## src/zste_pkg.sv

```systemverilog
// Package for the zoomed sprite tile expander.
// Widths, size and register codes, state type, offset tables and the
// code unit request/result structs. No dependencies.
package zste_pkg;

    // Code width actually decoded; the code port stays 16 bits.
    localparam int CODE_WIDTH     = 16;
    localparam int CODE_W         = 16;
    localparam int CODE_USED      = (CODE_WIDTH < CODE_W) ? CODE_WIDTH : CODE_W;
    localparam logic [CODE_W-1:0] CODE_ALL_MASK =
        CODE_W'((33'(1) << CODE_USED) - 33'(1));

    localparam int ZOOM_W      = 10;
    localparam int SCALE_W     = 24;        // 2^23 / 1 needs 24 bits
    localparam int DIVIDEND_MSB = 23;       // dividend is 1 << 23
    localparam int ACC_W       = 26;        // scale * 4 + rounding half
    localparam int ROUND_SHIFT = 13;
    localparam logic [ACC_W-1:0] ROUND_HALF = ACC_W'(1) << (ROUND_SHIFT - 1);
    localparam int POS_W       = 14;
    localparam int SIZE_W      = 13;
    localparam int SHIFT_W     = 9;
    localparam int CFG_IDX_W   = 3;
    localparam int CFG_DATA_W  = 16;

    // Configuration register indexes
    localparam logic [CFG_IDX_W-1:0] REG_CODE_LIMIT = 3'd0;
    localparam logic [CFG_IDX_W-1:0] REG_X_SHIFT    = 3'd1;
    localparam logic [CFG_IDX_W-1:0] REG_Y_SHIFT    = 3'd2;
    localparam logic [CFG_IDX_W-1:0] REG_FLIP       = 3'd3;
    localparam logic [CFG_IDX_W-1:0] REG_WRAP       = 3'd4;

    // Size field codes (attribute bits 6..4)
    localparam logic [2:0] SIZE_2X2 = 3'd0;
    localparam logic [2:0] SIZE_1X2 = 3'd1;
    localparam logic [2:0] SIZE_2X1 = 3'd2;
    localparam logic [2:0] SIZE_1X1 = 3'd3;
    localparam logic [2:0] SIZE_4X4 = 3'd4;

    typedef enum logic [1:0] {
        ST_IDLE,
        ST_DIV,
        ST_PLACE,
        ST_EMIT
    } t_state;

    typedef struct packed {
        logic [CODE_W-1:0] code;      // masked and aligned base code
        logic [CODE_W-1:0] bank_mask;
        logic [CODE_W-1:0] bank;
        logic [1:0]        w_m1;
        logic [1:0]        h_m1;
        logic              mirror_x;
        logic              mirror_y;
        logic [1:0]        tx;
        logic [1:0]        ty;
    } t_code_req;

    typedef struct packed {
        logic              ok;        // offset code stays inside its bank
        logic [CODE_W-1:0] code;
    } t_code_res;

    function automatic logic [3:0] col_offset(input logic [1:0] idx);
        logic [3:0] v;
        case (idx)
            2'd0:    v = 4'd0;
            2'd1:    v = 4'd1;
            2'd2:    v = 4'd4;
            default: v = 4'd5;
        endcase
        return v;
    endfunction

    function automatic logic [3:0] row_offset(input logic [1:0] idx);
        logic [3:0] v;
        case (idx)
            2'd0:    v = 4'd0;
            2'd1:    v = 4'd2;
            2'd2:    v = 4'd8;
            default: v = 4'd10;
        endcase
        return v;
    endfunction

endpackage

```

## src/zste_div.sv

```systemverilog
// Serial restoring divider: quotient of 2^23 by a ten-bit zoom value,
// one quotient bit per cycle. Depends on zste_pkg.
module zste_div (
    input  logic                           i_clk,
    input  logic                           i_rst_n,
    input  logic                           i_start,
    input  logic [zste_pkg::ZOOM_W-1:0]    i_divisor,
    output logic                           o_done,
    output logic [zste_pkg::SCALE_W-1:0]   o_quotient
);

    localparam int CNT_W = $clog2(zste_pkg::DIVIDEND_MSB + 1);

    logic                          r_busy;
    logic [CNT_W-1:0]              r_cnt;
    logic [zste_pkg::ZOOM_W-1:0]   r_div;
    logic [zste_pkg::ZOOM_W-1:0]   r_rem;
    logic [zste_pkg::SCALE_W-1:0]  r_quo;
    logic                          r_done;

    logic [zste_pkg::ZOOM_W:0]     trial;
    logic [zste_pkg::ZOOM_W:0]     diff;
    logic                          ge;

    // dividend has a single one at its top bit
    assign trial = {r_rem, (r_cnt == CNT_W'(zste_pkg::DIVIDEND_MSB))};
    assign ge    = trial >= {1'b0, r_div};
    assign diff  = trial - {1'b0, r_div};

    always_ff @(posedge i_clk) begin
        if (!i_rst_n) begin
            r_busy <= 1'b0;
            r_done <= 1'b0;
            r_cnt  <= '0;
        end else begin
            r_done <= !i_start && r_busy && (r_cnt == '0);
            if (i_start) begin
                r_busy <= 1'b1;
                r_cnt  <= CNT_W'(zste_pkg::DIVIDEND_MSB);
            end else if (r_busy) begin
                r_cnt <= r_cnt - CNT_W'(1);
                if (r_cnt == '0) begin
                    r_busy <= 1'b0;
                end
            end
        end
    end

    always_ff @(posedge i_clk) begin
        if (i_start) begin
            r_div <= i_divisor;
            r_rem <= '0;
        end else if (r_busy) begin
            r_rem <= ge ? diff[zste_pkg::ZOOM_W-1:0] : trial[zste_pkg::ZOOM_W-1:0];
            r_quo <= {r_quo[zste_pkg::SCALE_W-2:0], ge};
        end
    end

    assign o_done     = r_done;
    assign o_quotient = r_quo;

endmodule

```

## src/zste_code.sv

```systemverilog
// Tile code unit: adds the column and row offsets for one tile, checks
// the bank bits and adds the bank back. Depends on zste_pkg.
module zste_code (
    input  zste_pkg::t_code_req i_req,
    output zste_pkg::t_code_res o_res
);

    logic [1:0]                  col_idx;
    logic [1:0]                  row_idx;
    logic [zste_pkg::CODE_W-1:0] sum;

    always_comb begin
        // mirrored tiles walk the offset tables backwards
        col_idx = i_req.mirror_x ? (i_req.w_m1 - i_req.tx) : i_req.tx;
        row_idx = i_req.mirror_y ? (i_req.h_m1 - i_req.ty) : i_req.ty;
        sum = i_req.code
            + zste_pkg::CODE_W'(zste_pkg::col_offset(col_idx))
            + zste_pkg::CODE_W'(zste_pkg::row_offset(row_idx));
        o_res.ok   = (sum & i_req.bank_mask) == '0;
        o_res.code = sum + i_req.bank;
    end

endmodule

```

## src/zoomed_sprite_tile_expander.sv

```systemverilog
// Top level of the zoomed sprite tile expander: configuration registers,
// sequencer, placement datapath and output register.
// Depends on zste_pkg, zste_div and zste_code.
//
//  channel  | valid       | stall       | payload
//  ---------+-------------+-------------+------------------------------------------
//  config   | i_cfg_wr_en | -           | i_cfg_index, i_cfg_wdata
//  input    | i_in_valid  | o_in_stall  | i_y_byte .. i_zoom_low_byte
//  output   | o_out_valid | i_out_stall | o_out_code .. o_last_tile
//
// An item runs through the serial divider (its quotient bits and a done
// step; the bank check of all tiles runs alongside), one placement state,
// then emits each tile up to the last drawn one plus a wrap copy of each
// drawn tile when wrap is on; the next item is accepted once back in idle.
// A zero zoom item finishes at acceptance.
// Output stalls hold the sequencer only when a command is ready to load.
// Reset is synchronous; it restores the configuration registers and the sequencer state and empties the output.
module zoomed_sprite_tile_expander (
    input  logic                                   i_clk,
    input  logic                                   i_rst_n,
    input  logic                                   i_cfg_wr_en,
    input  logic [zste_pkg::CFG_IDX_W-1:0]         i_cfg_index,
    input  logic [zste_pkg::CFG_DATA_W-1:0]        i_cfg_wdata,
    input  logic                                   i_in_valid,
    output logic                                   o_in_stall,
    input  logic [7:0]                             i_y_byte,
    input  logic [15:0]                            i_tile_code,
    input  logic [7:0]                             i_tile_color,
    input  logic [7:0]                             i_x_low_byte,
    input  logic [7:0]                             i_attribute_byte,
    input  logic [7:0]                             i_zoom_low_byte,
    output logic                                   o_out_valid,
    input  logic                                   i_out_stall,
    output logic [15:0]                            o_out_code,
    output logic signed [zste_pkg::POS_W-1:0]      o_draw_x,
    output logic signed [zste_pkg::POS_W-1:0]      o_draw_y,
    output logic [zste_pkg::SIZE_W-1:0]            o_draw_width,
    output logic [zste_pkg::SIZE_W-1:0]            o_draw_height,
    output logic                                   o_mirror_x,
    output logic                                   o_mirror_y,
    output logic [7:0]                             o_palette_color,
    output logic                                   o_last_tile
);

    localparam int CW = zste_pkg::CODE_W;
    localparam int PW = zste_pkg::POS_W;
    localparam int SW = zste_pkg::SIZE_W;
    localparam int AW = zste_pkg::ACC_W;
    localparam int QW = zste_pkg::SCALE_W;
    localparam logic [PW-1:0] LINE_WRAP = PW'(256);

    // configuration
    logic [CW-1:0]                        r_code_limit;
    logic [zste_pkg::SHIFT_W-1:0]         r_x_shift;
    logic [zste_pkg::SHIFT_W-1:0]         r_y_shift;
    logic                                 r_flip;
    logic                                 r_wrap;

    zste_pkg::t_state r_state, n_state;

    // per item
    logic [CW-1:0]  r_code, r_bank_mask, r_bank;
    logic [1:0]     r_w_m1, r_h_m1;
    logic           r_mx, r_my;
    logic [7:0]     r_color;
    logic [PW-1:0]  r_ox, r_oy;        // sprite origin, later base minus shift
    logic [3:0]     r_scan_idx;
    logic           r_scan_done;
    logic [3:0]     r_last_idx;
    logic           r_any;
    logic [1:0]     r_tx, r_ty;
    logic           r_copy;
    logic [AW-1:0]  r_acc_x, r_acc_y;  // scale * n + rounding half

    // output register
    logic           r_out_valid;
    logic [CW-1:0]  r_out_code;
    logic [PW-1:0]  r_out_x, r_out_y;
    logic [SW-1:0]  r_out_w, r_out_h;
    logic           r_out_mx, r_out_my, r_out_last;
    logic [7:0]     r_out_color;

    // control
    logic           in_acc, start_div, ld_out, advance, set_copy, out_free;
    logic           div_done, tile_last, cmd_last, scan_hit;
    logic [QW-1:0]  scale;

    // accept-time decode
    logic [zste_pkg::ZOOM_W-1:0] zval;
    logic [CW-1:0]  in_code, in_bank_mask, acc_code;
    logic [1:0]     acc_w_m1, acc_h_m1;

    // arithmetic
    logic [AW-1:0]  span_w, span_h, sum_x, sum_y;
    logic [SW-1:0]  ext_w, ext_h;
    logic [SW-1:0]  rnd_x0, rnd_x1, rnd_y0, rnd_y1;
    logic [PW-1:0]  base_x, base_y, pos_x, pos_y;

    zste_pkg::t_code_req code_req;
    zste_pkg::t_code_res code_res;

    zste_div u_div (
        .i_clk      (i_clk),
        .i_rst_n    (i_rst_n),
        .i_start    (start_div),
        .i_divisor  (zval),
        .o_done     (div_done),
        .o_quotient (scale)
    );

    zste_code u_code (
        .i_req (code_req),
        .o_res (code_res)
    );

    assign o_in_stall = (r_state != zste_pkg::ST_IDLE);
    assign in_acc     = i_in_valid && (r_state == zste_pkg::ST_IDLE);
    assign zval       = {i_attribute_byte[1:0], i_zoom_low_byte};
    assign start_div  = in_acc && (zval != '0);
    assign out_free   = !r_out_valid || !i_out_stall;

    // size decode and code alignment
    always_comb begin
        in_code      = i_tile_code & zste_pkg::CODE_ALL_MASK;
        in_bank_mask = ~r_code_limit & zste_pkg::CODE_ALL_MASK;
        acc_code     = in_code & r_code_limit;
        acc_w_m1     = 2'd0;
        acc_h_m1     = 2'd0;
        case (i_attribute_byte[6:4])
            zste_pkg::SIZE_2X1: begin
                acc_w_m1 = 2'd1;
                acc_code = acc_code & ~CW'(1);
            end
            zste_pkg::SIZE_1X2: begin
                acc_h_m1 = 2'd1;
                acc_code = acc_code & ~CW'(2);
            end
            zste_pkg::SIZE_2X2: begin
                acc_w_m1 = 2'd1;
                acc_h_m1 = 2'd1;
                acc_code = acc_code & ~CW'(3);
            end
            zste_pkg::SIZE_4X4: begin
                acc_w_m1 = 2'd3;
                acc_h_m1 = 2'd3;
                acc_code = acc_code & ~CW'(3);
            end
            default: ;  // 1x1 and the unused codes
        endcase
    end

    // code unit is shared by the bank scan and the emit pass
    always_comb begin
        code_req.code      = r_code;
        code_req.bank_mask = r_bank_mask;
        code_req.bank      = r_bank;
        code_req.w_m1      = r_w_m1;
        code_req.h_m1      = r_h_m1;
        code_req.mirror_x  = r_mx;
        code_req.mirror_y  = r_my;
        if (r_state == zste_pkg::ST_EMIT) begin
            code_req.tx = r_tx;
            code_req.ty = r_ty;
        end else begin
            code_req.tx = r_scan_idx[1:0];
            code_req.ty = r_scan_idx[3:2];
        end
    end

    assign scan_hit = !r_scan_done && (r_scan_idx[1:0] <= r_w_m1)
                   && (r_scan_idx[3:2] <= r_h_m1) && code_res.ok;

    // flip-screen extent: round(scale * w), w is 1, 2 or 4
    always_comb begin
        case (r_w_m1)
            2'd0:    span_w = AW'(scale);
            2'd1:    span_w = AW'(scale) << 1;
            default: span_w = AW'(scale) << 2;
        endcase
        case (r_h_m1)
            2'd0:    span_h = AW'(scale);
            2'd1:    span_h = AW'(scale) << 1;
            default: span_h = AW'(scale) << 2;
        endcase
    end

    always_comb begin
        ext_w = SW'((span_w + zste_pkg::ROUND_HALF) >> zste_pkg::ROUND_SHIFT);
        ext_h = SW'((span_h + zste_pkg::ROUND_HALF) >> zste_pkg::ROUND_SHIFT);
        base_x = r_flip ? (LINE_WRAP - r_ox - PW'(ext_w)) : r_ox;
        base_y = r_flip ? (LINE_WRAP - r_oy - PW'(ext_h)) : r_oy;
    end

    // tile placement from the running accumulators
    always_comb begin
        sum_x  = r_acc_x + AW'(scale);
        sum_y  = r_acc_y + AW'(scale);
        rnd_x0 = SW'(r_acc_x >> zste_pkg::ROUND_SHIFT);
        rnd_x1 = SW'(sum_x >> zste_pkg::ROUND_SHIFT);
        rnd_y0 = SW'(r_acc_y >> zste_pkg::ROUND_SHIFT);
        rnd_y1 = SW'(sum_y >> zste_pkg::ROUND_SHIFT);
        pos_x  = r_ox + PW'(rnd_x0);
        pos_y  = r_oy + PW'(rnd_y0) - (r_copy ? LINE_WRAP : '0);
    end

    assign tile_last = ({r_ty, r_tx} == r_last_idx);
    assign cmd_last  = tile_last && (!r_wrap || r_copy);

    // sequencer
    always_comb begin
        n_state  = r_state;
        ld_out   = 1'b0;
        advance  = 1'b0;
        set_copy = 1'b0;
        case (r_state)
            zste_pkg::ST_IDLE: begin
                if (start_div) begin
                    n_state = zste_pkg::ST_DIV;
                end
            end
            zste_pkg::ST_DIV: begin
                if (div_done) begin
                    n_state = r_any ? zste_pkg::ST_PLACE : zste_pkg::ST_IDLE;
                end
            end
            zste_pkg::ST_PLACE: begin
                n_state = zste_pkg::ST_EMIT;
            end
            zste_pkg::ST_EMIT: begin
                if (!code_res.ok) begin
                    advance = 1'b1;
                end else if (out_free) begin
                    ld_out = 1'b1;
                    if (r_wrap && !r_copy) begin
                        set_copy = 1'b1;
                    end else begin
                        advance = 1'b1;
                    end
                    if (cmd_last) begin
                        n_state = zste_pkg::ST_IDLE;
                    end
                end
            end
            default: n_state = zste_pkg::ST_IDLE;
        endcase
    end

    always_ff @(posedge i_clk) begin
        if (!i_rst_n) begin
            r_state      <= zste_pkg::ST_IDLE;
            r_code_limit <= CW'(16'hFFFF);
            r_x_shift    <= '0;
            r_y_shift    <= '0;
            r_flip       <= 1'b0;
            r_wrap       <= 1'b0;
            r_out_valid  <= 1'b0;
        end else begin
            r_state <= n_state;
            if (i_cfg_wr_en) begin
                case (i_cfg_index)
                    zste_pkg::REG_CODE_LIMIT: r_code_limit <= CW'(i_cfg_wdata);
                    zste_pkg::REG_X_SHIFT:    r_x_shift <= i_cfg_wdata[zste_pkg::SHIFT_W-1:0];
                    zste_pkg::REG_Y_SHIFT:    r_y_shift <= i_cfg_wdata[zste_pkg::SHIFT_W-1:0];
                    zste_pkg::REG_FLIP:       r_flip <= i_cfg_wdata[0];
                    zste_pkg::REG_WRAP:       r_wrap <= i_cfg_wdata[0];
                    default: ;
                endcase
            end
            if (ld_out) begin
                r_out_valid <= 1'b1;
            end else if (!i_out_stall) begin
                r_out_valid <= 1'b0;
            end
        end
    end

    always_ff @(posedge i_clk) begin
        if (in_acc) begin
            r_code      <= acc_code;
            r_bank_mask <= in_bank_mask;
            r_bank      <= in_code & in_bank_mask;
            r_w_m1      <= acc_w_m1;
            r_h_m1      <= acc_h_m1;
            r_mx        <= i_attribute_byte[2] ^ r_flip;
            r_my        <= i_attribute_byte[3] ^ r_flip;
            r_color     <= i_tile_color;
            r_ox        <= PW'($signed({i_attribute_byte[7], i_x_low_byte}));
            r_oy        <= LINE_WRAP - PW'(i_y_byte);
            r_scan_idx  <= '0;
            r_scan_done <= 1'b0;
            r_any       <= 1'b0;
        end
        if (r_state == zste_pkg::ST_DIV && !r_scan_done) begin
            if (scan_hit) begin
                r_last_idx <= r_scan_idx;
                r_any      <= 1'b1;
            end
            r_scan_idx <= r_scan_idx + 4'd1;
            if (r_scan_idx == 4'hF) begin
                r_scan_done <= 1'b1;
            end
        end
        if (r_state == zste_pkg::ST_PLACE) begin
            r_ox    <= base_x - PW'($signed(r_x_shift));
            r_oy    <= base_y - PW'($signed(r_y_shift));
            r_acc_x <= zste_pkg::ROUND_HALF;
            r_acc_y <= zste_pkg::ROUND_HALF;
            r_tx    <= '0;
            r_ty    <= '0;
            r_copy  <= 1'b0;
        end
        if (set_copy) begin
            r_copy <= 1'b1;
        end
        if (advance) begin
            r_copy <= 1'b0;
            if (r_tx == r_w_m1) begin
                r_tx    <= '0;
                r_ty    <= r_ty + 2'd1;
                r_acc_x <= zste_pkg::ROUND_HALF;
                r_acc_y <= sum_y;
            end else begin
                r_tx    <= r_tx + 2'd1;
                r_acc_x <= sum_x;
            end
        end
        if (ld_out) begin
            r_out_code  <= code_res.code;
            r_out_x     <= pos_x;
            r_out_y     <= pos_y;
            r_out_w     <= rnd_x1 - rnd_x0;
            r_out_h     <= rnd_y1 - rnd_y0;
            r_out_mx    <= r_mx;
            r_out_my    <= r_my;
            r_out_color <= r_color;
            r_out_last  <= cmd_last;
        end
    end

    assign o_out_valid     = r_out_valid;
    assign o_out_code      = r_out_code;
    assign o_draw_x        = r_out_x;
    assign o_draw_y        = r_out_y;
    assign o_draw_width    = r_out_w;
    assign o_draw_height   = r_out_h;
    assign o_mirror_x      = r_out_mx;
    assign o_mirror_y      = r_out_my;
    assign o_palette_color = r_out_color;
    assign o_last_tile     = r_out_last;

endmodule
```

## config.mk

```make
export PLATFORM = sky130hd
export DESIGN_NAME = zoomed_sprite_tile_expander
export DESIGN_NICKNAME = d
export VERILOG_FILES = /design/src/zste_pkg.sv /design/src/zste_div.sv /design/src/zste_code.sv /design/src/zoomed_sprite_tile_expander.sv
export SDC_FILE = /design/constraint.sdc
export NUM_CORES = 1
export LEC_CHECK = 0
export ABC_AREA = 1
export BUFFER_PORTS_ARGS = -buffer_cell sky130_fd_sc_hd__buf_2
export CAP_MARGIN = 20
export CORE_MARGIN = 2
export CORE_UTILIZATION = 40
export DETAILED_ROUTE_END_ITERATION = 10
export GPL_TIMING_DRIVEN = 0
export HOLD_SLACK_MARGIN = 0.03
export PLACE_DENSITY = 0.57
export SLEW_MARGIN = 25
export SYNTH_ARGS = -nofsm -noshare
export SYNTH_HDL_FRONTEND = slang
export SYNTH_SLANG_ARGS = --single-unit
```

## constraint.sdc

```tcl
create_clock -name i_clk -period 18.95 [get_ports i_clk]
set_input_delay 3.79 -clock i_clk [delete_from_list [all_inputs] [get_ports i_clk]]
set_output_delay 3.79 -clock i_clk [all_outputs]
set_load 0.005 [all_outputs]
```

==> flow_summary.yaml <==
floorplan:
  initial_core_util_pct: 40.7
  die_w_um: 241
  fp.dieArea_sq_mm: 0.0581
  num_rows: 86
  core-area_sq_mm: 0.0553
  die_h_um: 241
  pin_count: 163
logic_synthesis:
  synth_seq_cells: 327
  synth_flop_cell: "edfxtp_1"
  ys_warn_count: 0
  synth_edf_count: 240
  yosysSeqAreaShare_pct: 39.8
  syn-cell-area_sq_mm: 0.0225
  synth_cells: 2744
  yosysUniqueCellTypes: 48
  synth_area_per_cell_sq_um: 8.19
  async_flop_share_pct: 0
  synth.net_count: 3062
cells_and_area:
  drive_gt1_share_pct: 9.25
  final_area_sq_mm: 0.0257
  nNetsFinal: 3272
  layout.cells.most_common_list: "567 x nand2_1, 398 x inv_1, 240 x edfxtp_1"
  final_common_cell: "nand2_1"
  area_growth_pct: 14.4
  regArea_sq_mm: 0.00895
  multi_input_area_sq_mm: 0.0118
  fillers: 5549
worst_setup_path:
  crit_required_ns: 19.25
  reg2reg_depth: 32
  critPathKind: "reg -> reg"
  path_common_cell: "inv_1"
  cp-end-kind: "flop"
  critPathArrivalTime_ns: 6.51
  cp_num_cells: 32
  critPathTopFamily: "simple AND/OR/NAND/NOR gates"
  cp_num_buf_inv: 8
  startpoint_type: "flop"
  slowest_stage: "edfxtp_1"
  slowest_delay_ns: 0.53
  crit_fanout: 7
routing:
  vias: 19400
  wl_per_cell_um: 17.1
  drt_iter0_markers: 1402
  post_drt_via_cell_ratio: 5.19
  wl_um: 63700
  detail-route-antenna-nets: 0
  drc: 0
  firstDrtPassIters: 5
sta:
  hold_viol: 0
  tns_ns: 0
  drv_slew: 0
  worstMarginPinSlew_ns: 0.773
  rsz0062_at_grt: "false"
  relSlewSlack_pct: 48.4
  finalSetupViolCount: 0
  fmax_mhz: 161
  timing.final.crit_share_pct: 32.8
  skew_ns: 0.0285
  finalCriticalPeriod_ns: 6.21
power_and_ir_drop:
  vdd_drop_max_mv: 0.0483
  leakagePower_nw: 11.7
  pwr-share-seq_pct: 39.4
  p_sw_share_pct: 31.2
  power.share.clock_pct: 36.9
  combPwrFrac_pct: 23.8
  switchingPower_mw: 0.664
  p_int_mw: 1.46
  power_density_mw_per_mm2: 82.7
hold_path:
  min_path_cells: 0
  hold_path.class: "reg -> reg"
global_route:
  grt_max_degree: 55
  grt_overflow_total: 0
  grt_usage_pct: 21.9
  antenna_found_initial: 5
  grt_pass1_wl_um: 98800
  grt_pass1_vias: 18300
place:
  globalplace.congestion: 0.909
  portBuffers: 162
  placed_area_sq_mm: 0.0244
  hpwl_um: 50800
cts:
  h-tree-depth: 2
  cts_setup_buffers: 0
  hold_buffers: 0
  cts_resized: 0
  clk_path_buf_depth: 3
  cts_made_buffers: 40
  cts_tree: "built"
  clk_latency_ns: 0.57
  cts_root_buf: "clkbuf_16"
  clock_sinks: 327
  clk_pin_slew_ns: 0.06
run_status:
  outcome: "finished clean"
run:
  drv_cap: 0
==> power by group through the flow <==
stage	combinational, mW	clock [mW]	sequential (mW)
after global placement	0.493	0	0.853
final	0.505	0.784	0.837
after CTS	0.505	0.805	0.837
after detailed placement	0.500	0	0.852
after global routing	0.578	0.831	0.840
after floorplan	0.376	0	0.840
==> worst paths after layout <==
path | slack, ns | from | end
worst min-delay path | 0.42 | r_color[2] | o_palette_color[2]
worst max-delay path | 12.74 | r_w_m1[0] | r_ox[13]
worst min register to register | 0.42 | r_color[2] | o_palette_color[2]
worst max register to register | 12.74 | r_w_m1[0] | r_ox[13]
==> cells by family after synthesis <==
group	Yosys count	synth area share (%)
xor gates and xnor gates	159	6.19
buffers and inverters	449	7.70
and+or+nand+nor	1058	19.8
AOI/OAI and AO/OA	513	12.8
adders and majority gates	238	13.7
DFF	327	39.8
==> synthesized netlist by cell type, types with 6 or more instances <==
| library cell | count | area [sq um] |
|---|---|---|
| o221ai_1 | 8 | 70.1 |
| a221oi_1 | 17 | 149 |
| nor3_1 | 24 | 120 |
| nor4_1 | 9 | 56.3 |
| o211ai_1 | 18 | 135 |
| xnor2_1 | 49 | 429 |
| a21oi_1 | 209 | 1050 |
| fa_1 | 13 | 260 |
| dfxtp_1 | 87 | 1740 |
| inv_1 | 399 | 1500 |
| o21a_1 | 12 | 90.1 |
| o21bai_1 | 11 | 82.6 |
| ha_1 | 225 | 2820 |
| edfxtp_1 | 240 | 7210 |
| a31oi_1 | 12 | 75.1 |
| clkbuf_1 | 33 | 124 |
| or2_2 | 10 | 62.6 |
| and2_1 | 13 | 81.3 |
| a21boi_0 | 6 | 45.0 |
| o21ai_0 | 181 | 906 |
| nand3b_1 | 6 | 45.0 |
| xor2_1 | 110 | 963 |
| nand3_1 | 163 | 816 |
| nand2_1 | 569 | 2140 |
| a21o_1 | 8 | 60.1 |
| o31ai_1 | 13 | 97.6 |
| nor2_1 | 217 | 815 |
| nand4_1 | 25 | 156 |
| o22ai_1 | 10 | 62.6 |
==> flip-flops by register name, summed over array words and instances, names as in the netlist, 14 cells and up, named ones only <==
signal	count
o_draw_x	14
o_draw_y	14
o_out_code	16
r_acc_x	26
r_acc_y	26
r_bank	16
r_bank_mask	16
r_code	16
r_code_limit	16
r_ox	14
r_oy	14
u_div.o_quotient	24
==> final cells by class <==
type                            instances  area share [%]
Multi-Input combinational cell       1968            46.0
Tap cell                              748            3.64
Antenna cell                            2          0.0195
Clock inverter                         23            1.04
Sequential cell                       327            34.8
Clock buffer                           49            4.06
Timing Repair Buffer                  168            3.76
Buffer                                 44           0.827
Inverter                              405            5.92
==> routing by layer <==
layer	track usage [%]	wire (um)	vias up
met3	4.13	4130	84
met5	0	31	-
met4	5.48	1340	4
met2	34.3	27900	501
li1	-	-	9698
met1	31.0	30300	9082
==> worst register-to-register path: cells and delay by family (launching register included) <==
kind	cells	cell delay, ns
simple gates	12	1.73
fa+ha+maj	5	1.43
compound gates	6	1.27
buf+inv	8	0.84
flops	1	0.53
xor+xnor	1	0.14
==> metrics by stage <==
stage                     hold WS, ns  util (%)  setup WS (ns)  cells  total power [mW]
after floorplan                 0.400         -          10.67   2744              1.22
after global placement          0.401      43.8           8.02   3654              1.35
after detailed placement        0.405      44.1          12.81   3660              1.35
after CTS                       0.419      46.5          12.75   3732              2.15
after global routing            0.432      46.5          12.24   3733              2.25
final                           0.417      46.5          12.74   3734              2.13
Note: power is estimated with default switching activity, not from simulation.
